## src/hw/rtl/ccc_pkg.sv

```systemverilog
`timescale 1ns / 1ps
// ----------------------------------------------------------------------------
// ccc_pkg: calendar clock constants and helpers
// Operation and status codes, unit limits, reset time, month length table and the
// Gregorian leap year test.
// ----------------------------------------------------------------------------
package ccc_pkg;

	localparam logic OP_TICK = 1'b0;
	localparam logic OP_LOAD = 1'b1;

	localparam logic ST_OK     = 1'b0;
	localparam logic ST_REJECT = 1'b1;

	localparam logic [5:0] SEC_TOP  = 6'd60;
	localparam logic [5:0] MIN_TOP  = 6'd60;
	localparam logic [4:0] HOUR_TOP = 5'd24;
	localparam logic [3:0] MON_TOP  = 4'd12;
	localparam logic [3:0] MON_FEB  = 4'd2;

	localparam logic [15:0] RST_YEAR   = 16'd2222;
	localparam logic [3:0]  RST_MONTH  = 4'd2;
	localparam logic [4:0]  RST_DAY    = 5'd22;
	localparam logic [4:0]  RST_HOUR   = 5'd2;
	localparam logic [5:0]  RST_MINUTE = 6'd2;
	localparam logic [5:0]  RST_SECOND = 6'd2;

	// 25 * INV25 == 1 mod 2**16; y is a multiple of 25 when y * INV25 (mod 2**16)
	// lands at or below 65535 / 25
	localparam logic [15:0] INV25     = 16'h5C29;
	localparam logic [15:0] DIV25_MAX = 16'(65535 / 25);

	typedef logic [4:0] mlen_tab_t [12];
	localparam mlen_tab_t MONTH_LEN = '{
		5'd31, 5'd28, 5'd31, 5'd30, 5'd31, 5'd30,
		5'd31, 5'd31, 5'd30, 5'd31, 5'd30, 5'd31
	};

	// divisible by 4 and not by 100, or by 400 (= by 16 and by 25)
	function automatic logic is_leap(input logic [15:0] year);
		logic [31:0] prod;
		logic        by25;
		prod = 32'(year) * 32'(INV25);
		by25 = (prod[15:0] <= DIV25_MAX);
		return ((year[1:0] == 2'd0) && !by25) || ((year[3:0] == 4'd0) && by25);
	endfunction

	// zero for a month outside 1..12
	function automatic logic [4:0] month_len(input logic [3:0] month, input logic leap);
		logic [3:0] idx;
		logic [4:0] len;
		idx = month - 4'd1;
		if (month == 4'd0 || month > MON_TOP) begin
			len = 5'd0;
		end else begin
			len = MONTH_LEN[idx];
			if (month == MON_FEB && leap) begin
				len = len + 5'd1;
			end
		end
		return len;
	endfunction

endpackage

```

## src/hw/rtl/calendar_clock_counter.sv

```systemverilog
`timescale 1ns / 1ps
// ----------------------------------------------------------------------------
// calendar_clock_counter: real-time clock with calendar
// Takes one-second ticks or full date/time loads, keeps Gregorian date and
// time of day, and returns the time after every word together with a status.
// ----------------------------------------------------------------------------
//  channel | direction | handshake             | payload
//  cmd     | in        | cmd_valid / cmd_stall | opcode, load_year .. load_second
//  rsp     | out       | rsp_valid / rsp_stall | cur_year .. cur_second, status
//
//  One word per cycle sustained while rsp_stall is low; a word taken passes
//  through the input register, then the result register.
//  The carry chain and the month length lookup sit between the input
//  register and the result register; the state updates as the result loads.
//  Reset sets 2222-02-22 02:02:02 and empties both stages.
//  A stalled result holds; one more word waits in the input register, then
//  cmd_stall rises.
// ----------------------------------------------------------------------------
module calendar_clock_counter (
	input  logic        clk,
	input  logic        arst_n,
	input  logic        cmd_valid,
	output logic        cmd_stall,
	input  logic        opcode,
	input  logic [15:0] load_year,
	input  logic [3:0]  load_month,
	input  logic [4:0]  load_day,
	input  logic [4:0]  load_hour,
	input  logic [5:0]  load_minute,
	input  logic [5:0]  load_second,
	output logic        rsp_valid,
	input  logic        rsp_stall,
	output logic [15:0] cur_year,
	output logic [3:0]  cur_month,
	output logic [4:0]  cur_day,
	output logic [4:0]  cur_hour,
	output logic [5:0]  cur_minute,
	output logic [5:0]  cur_second,
	output logic        status
);
	import ccc_pkg::*;

	// input register
	logic        valid_s1;
	logic        op_s1;
	logic [15:0] year_s1;
	logic [3:0]  month_s1;
	logic [4:0]  day_s1;
	logic [4:0]  hour_s1;
	logic [5:0]  minute_s1;
	logic [5:0]  second_s1;
	logic        leap_s1;

	// clock state
	logic [15:0] year_q;
	logic [3:0]  month_q;
	logic [4:0]  day_q;
	logic [4:0]  hour_q;
	logic [5:0]  minute_q;
	logic [5:0]  second_q;
	logic        leap_q;

	// result register
	logic        rsp_valid_q;
	logic [15:0] rsp_year_q;
	logic [3:0]  rsp_month_q;
	logic [4:0]  rsp_day_q;
	logic [4:0]  rsp_hour_q;
	logic [5:0]  rsp_minute_q;
	logic [5:0]  rsp_second_q;
	logic        rsp_status_q;

	logic        adv;
	logic        take;

	logic [15:0] nx_year;
	logic [3:0]  nx_month;
	logic [4:0]  nx_day;
	logic [4:0]  nx_hour;
	logic [5:0]  nx_minute;
	logic [5:0]  nx_second;
	logic        nx_leap;
	logic        nx_status;

	logic [5:0]  sec_inc;
	logic [5:0]  min_inc;
	logic [4:0]  hour_inc;
	logic [3:0]  mon_inc;
	logic [15:0] year_inc;
	logic [4:0]  cur_len;
	logic [4:0]  load_len;
	logic        load_bad;

	assign adv       = !rsp_valid_q || !rsp_stall;
	assign cmd_stall = valid_s1 && !adv;
	assign take      = cmd_valid && !cmd_stall;

	always_ff @(posedge clk or negedge arst_n) begin
		if (!arst_n) begin
			valid_s1 <= 1'b0;
		end else if (take) begin
			valid_s1 <= 1'b1;
		end else if (adv) begin
			valid_s1 <= 1'b0;
		end
	end

	always_ff @(posedge clk) begin
		if (take) begin
			op_s1     <= opcode;
			year_s1   <= load_year;
			month_s1  <= load_month;
			day_s1    <= load_day;
			hour_s1   <= load_hour;
			minute_s1 <= load_minute;
			second_s1 <= load_second;
			leap_s1   <= is_leap(load_year);
		end
	end

	always_comb begin
		sec_inc  = second_q + 6'd1;
		min_inc  = minute_q + 6'd1;
		hour_inc = hour_q + 5'd1;
		mon_inc  = month_q + 4'd1;
		year_inc = year_q + 16'd1;
		cur_len  = month_len(month_q, leap_q);
		load_len = month_len(month_s1, leap_s1);
		load_bad = (load_len == 5'd0) || (day_s1 == 5'd0) || (day_s1 > load_len) ||
			(hour_s1 >= HOUR_TOP) || (minute_s1 >= MIN_TOP) || (second_s1 >= SEC_TOP);

		nx_year   = year_q;
		nx_month  = month_q;
		nx_day    = day_q;
		nx_hour   = hour_q;
		nx_minute = minute_q;
		nx_second = second_q;
		nx_leap   = leap_q;
		nx_status = ST_OK;

		if (op_s1 == OP_LOAD) begin
			if (load_bad) begin
				nx_status = ST_REJECT;
			end else begin
				nx_year   = year_s1;
				nx_month  = month_s1;
				nx_day    = day_s1;
				nx_hour   = hour_s1;
				nx_minute = minute_s1;
				nx_second = second_s1;
				nx_leap   = leap_s1;
			end
		end else begin
			nx_second = sec_inc;
			if (sec_inc >= SEC_TOP) begin
				nx_second = 6'd0;
				nx_minute = min_inc;
				if (min_inc >= MIN_TOP) begin
					nx_minute = 6'd0;
					nx_hour   = hour_inc;
					if (hour_inc >= HOUR_TOP) begin
						nx_hour = 5'd0;
						// advance the day; roll month and year at the ends
						if (day_q >= cur_len) begin
							nx_day   = 5'd1;
							nx_month = mon_inc;
							if (mon_inc > MON_TOP || mon_inc == 4'd0) begin
								nx_month = 4'd1;
								nx_year  = year_inc;
								nx_leap  = is_leap(year_inc);
							end
						end else begin
							nx_day = day_q + 5'd1;
						end
					end
				end
			end
		end
	end

	always_ff @(posedge clk or negedge arst_n) begin
		if (!arst_n) begin
			year_q      <= RST_YEAR;
			month_q     <= RST_MONTH;
			day_q       <= RST_DAY;
			hour_q      <= RST_HOUR;
			minute_q    <= RST_MINUTE;
			second_q    <= RST_SECOND;
			leap_q      <= 1'b0;
			rsp_valid_q <= 1'b0;
		end else if (adv) begin
			rsp_valid_q <= valid_s1;
			if (valid_s1) begin
				year_q   <= nx_year;
				month_q  <= nx_month;
				day_q    <= nx_day;
				hour_q   <= nx_hour;
				minute_q <= nx_minute;
				second_q <= nx_second;
				leap_q   <= nx_leap;
			end
		end
	end

	always_ff @(posedge clk) begin
		if (adv && valid_s1) begin
			rsp_year_q   <= nx_year;
			rsp_month_q  <= nx_month;
			rsp_day_q    <= nx_day;
			rsp_hour_q   <= nx_hour;
			rsp_minute_q <= nx_minute;
			rsp_second_q <= nx_second;
			rsp_status_q <= nx_status;
		end
	end

	assign rsp_valid  = rsp_valid_q;
	assign cur_year   = rsp_year_q;
	assign cur_month  = rsp_month_q;
	assign cur_day    = rsp_day_q;
	assign cur_hour   = rsp_hour_q;
	assign cur_minute = rsp_minute_q;
	assign cur_second = rsp_second_q;
	assign status     = rsp_status_q;

endmodule
```

## config.mk

```make
export PLATFORM = sky130hd
export DESIGN_NAME = calendar_clock_counter
export DESIGN_NICKNAME = d
export VERILOG_FILES = /design/src/hw/rtl/ccc_pkg.sv /design/src/hw/rtl/calendar_clock_counter.sv
export SDC_FILE = /design/constraint.sdc
export NUM_CORES = 1
export LEC_CHECK = 0
export BUFFER_PORTS_ARGS = -buffer_cell sky130_fd_sc_hd__buf_4
export CAP_MARGIN = 20
export CORE_UTILIZATION = 45
export CTS_CLUSTER_DIAMETER = 50
export DETAILED_ROUTE_END_ITERATION = 12
export GPL_TIMING_DRIVEN = 0
export PLACE_DENSITY = 0.67
export SKIP_LAST_GASP = 1
export SLEW_MARGIN = 20
export SYNTH_ARGS = -nofsm -noshare
export SYNTH_HDL_FRONTEND = slang
export SYNTH_SLANG_ARGS = --single-unit
```

## constraint.sdc

```tcl
create_clock -name clk -period 6.6 [get_ports clk]
set_input_delay 0.99 -clock clk [delete_from_list [all_inputs] [get_ports clk]]
set_output_delay 0.99 -clock clk [all_outputs]
set_load 0.01 [all_outputs]
```

==> results.toml <==
[synth]
synth-seq-cells = 132
synthFlopType = "edfxtp_1"
async_flop_share_pct = 34.1
synth_warnings = 0
synth_edf_count = 87
synthDistinctLibCells = 91
netlist_area_mm2 = 0.0108
avgSynthCellArea_um2 = 10.0
syn-num-nets = 1306
postSynthCellCount = 1078
ys_seq_area_share_pct = 34.7

[sta]
fmax_mhz = 162
timing.final.max_slew_violations = 0
layout_min_cycle_time_ps = 6170
slew_headroom_pct = 25.7
layout_worst_path_cycle_share_pct = 93.5
finalHoldViolCount = 0
fin_tns_setup_ps = 0
rsz0062_at_grt = "no"
clock_skew_ps = 11.1
worst_pin_slew_ps = 1110
setup_violations = 0

[worst_setup_path]
critical_path_class = "flip-flop to flip-flop"
critPathLaunch = "year_q[1]$_DFFE_PN1P_"
slowest_stage = "dfstp_2"
end_kind = "flip-flop"
crit_required_ps = 6880
path_cells = "ha_1 -> nand3_1 -> or2_2 -> clkbuf_1 -> nor2_2 -> xor2_2 -> ha_1 -> inv_1 -> fa_1 -> inv_1 -> ha_1 -> ha_1 -> fa_1 -> ha_1 -> ha_1 -> inv_1 -> o22ai_1 -> o41ai_2 -> nor4b_2 -> mux2i_1 -> nor3_2 -> o221ai_1"
slowest_delay_ps = 610
rr_endpoint = "leap_q$_DFFE_PN0P_"
path_delay_family = "adder cells"
setup.worst_path.end = "leap_q$_DFFE_PN0P_"
r2r_slack_ps = 430
reg2reg_depth = 22
cpMostUsedCell = "ha_1"
critPathMaxFanout = 8
cp_data_arrival_time_ps = 6460
worst-path-buf-inv = 4
crit_cells = 22
reg2reg_from = "year_q[1]$_DFFE_PN1P_"
start_kind = "flip-flop"

[layout]
final_core_util_pct = 53.6
num_antenna_cells = 0
nFillCells = 2135
final_nets = 1417
register_area_mm2 = 0.00375
multi_input_area_mm2 = 0.00637
drive_gt1_share_pct = 15.1
final_common_cell = "ha_1"
area_delta_synth_final_pct = 16.5
final_cells = 1521
final_cell_mix = "146 x ha_1, 140 x inv_1, 93 x buf_4"

[clock_tree]
clockRootBuffer = "clkbuf_16"
htree_levels = 4
ctsResizeCount = 2
post-cts-setup-buffers = 0
clk_latency_ps = 430
tritoncts = "yes"
cts_sinks = 132
clk_pin_slew_ps = 60
cts_buffers = 17
clk_path_buf_depth = 2
holdBufCountCts = 0

[die]
start_util_pct = 46.0
fp.coreArea_mm2 = 0.0235
ios = 92
design.die.area_mm2 = 0.0247
rows = 56
die_h_um = 157
die-width_um = 157

[placement]
hpwl_um = 21100
routabilityCongestion = 0.927
portBuffers = 91
dp.cells = 1490

[route]
post-route-drc-count = 0
ant_nets = 0
post_drt_wl_per_cell_um = 18.6
dr.pass1.iters = 7
routed_wl_um = 28200
viasPerCell = 5.68
drt_iter0_markers = 757
via_count = 8640

[global_routing]
gr-total-overflow = 0
grt_first_pass_wirelength_um = 44000
grt_pass1_vias = 8211
grt_max_degree = 46
grt_usage_pct = 23.5
antenna_found_initial = 0

[pwr]
power_density_mw_per_mm2 = 556
leakage_uw = 0.00571
worst_ir_drop_vdd_mv = 0.709

[outcome]
status = "finished clean"

[run]
max-cap-violations = 0

[min_path]
holdCritPathClass = "flip-flop to flip-flop"
[flip-flops by register name, indices dropped and copies added (netlist names), 5 cells and up]
name / count
cur_year: 16
year_q: 16
year_s1: 16
cur_minute: 6
cur_second: 6
minute_q: 6
minute_s1: 6
second_q: 6
second_s1: 6
cur_day: 5
cur_hour: 5
day_q: 5
day_s1: 5
hour_q: 5
hour_s1: 5
[logic make-up after synthesis]
family,Yosys count,share of synthesized area (%)
xor gates and xnor gates,66,5.59
muxes,11,1.04
AOI/OAI and AO/OA,256,16.5
buffers and inverters,192,6.93
adders and majority gates,181,23.3
and+or+nand+nor,240,11.9
DFF,132,34.7
[worst min-delay path by stage]
| stage | startpoint | end | slack [ps] | cells after the start |
|---|---|---|---|---|
| 2_1_floorplan | valid_s1$_DFFE_PN0P_ | rsp_valid$_DFFE_PN0N_ | 460 | 1 |
| 6_report | valid_s1$_DFFE_PN0P_ | rsp_valid$_DFFE_PN0N_ | 520 | 1 |
| 3_5_place_dp | valid_s1$_DFFE_PN0P_ | rsp_valid$_DFFE_PN0N_ | 510 | 1 |
| 4_1_cts | valid_s1$_DFFE_PN0P_ | rsp_valid$_DFFE_PN0N_ | 520 | 1 |
| 3_3_place_gp | valid_s1$_DFFE_PN0P_ | rsp_valid$_DFFE_PN0N_ | 480 | 1 |
| 5_1_grt | day_q[1]$_DFFE_PN1P_ | day_q[1]$_DFFE_PN1P_ | 540 | 1 |
[layout make-up]
type | count | area share [%]
Timing Repair Buffer | 93 | 5.79
Sequential cell | 132 | 29.8
Buffer | 51 | 1.79
Clock buffer | 17 | 3.37
Clock inverter | 15 | 1.43
Inverter | 140 | 4.17
Multi-Input combinational cell | 754 | 50.5
Tap cell | 319 | 3.16
[synthesized netlist by cell type (10+ instances only)]
library cell | n | area (um^2)
edfxtp_1 | 87 | 2610
and2_1 | 10 | 62.6
nor3_1 | 20 | 100
a21o_1 | 21 | 158
nand2_1 | 64 | 240
a22o_1 | 15 | 131
dfrtp_1 | 32 | 801
nor2_1 | 47 | 176
o21ai_0 | 45 | 225
buf_2 | 11 | 55.1
o22ai_1 | 14 | 87.6
clkbuf_1 | 35 | 131
a21oi_1 | 54 | 270
fa_1 | 35 | 701
xor2_1 | 23 | 201
inv_1 | 140 | 526
xnor2_1 | 41 | 359
ha_1 | 146 | 1830
nand2b_1 | 15 | 93.8
dfstp_2 | 13 | 342
nand3_1 | 25 | 125
[routing by layer]
metal	wire, um	global-route usage, %
met1	12500	32.9
met2	13100	37.2
met3	2150	4.02
met4	450	6.98
met5	0	0
[power breakdown]
group / leakage [uW] / total (uW) / internal, uW / switching [uW]
sequential: 0.00137 / 1240 / 1100 / 144
clock: 0.000293 / 982 / 597 / 386
combinational: 0.00405 / 4780 / 2210 / 2570
[through the flow]
stage / hold slack (ps) / instance area [um^2] / power [uW] / setup slack (ps)
final: 522 / 12600 / 7010 / 428
after global routing: 537 / 12600 / 7730 / 17.4
after CTS: 523 / 12600 / 6930 / 7.60
after detailed placement: 506 / 12000 / 5850 / 15.7
after global placement: 484 / 11900 / 5780 / 31.3
after floorplan: 457 / 10800 / 4820 / 1010
(Power assumes the default switching activity.)
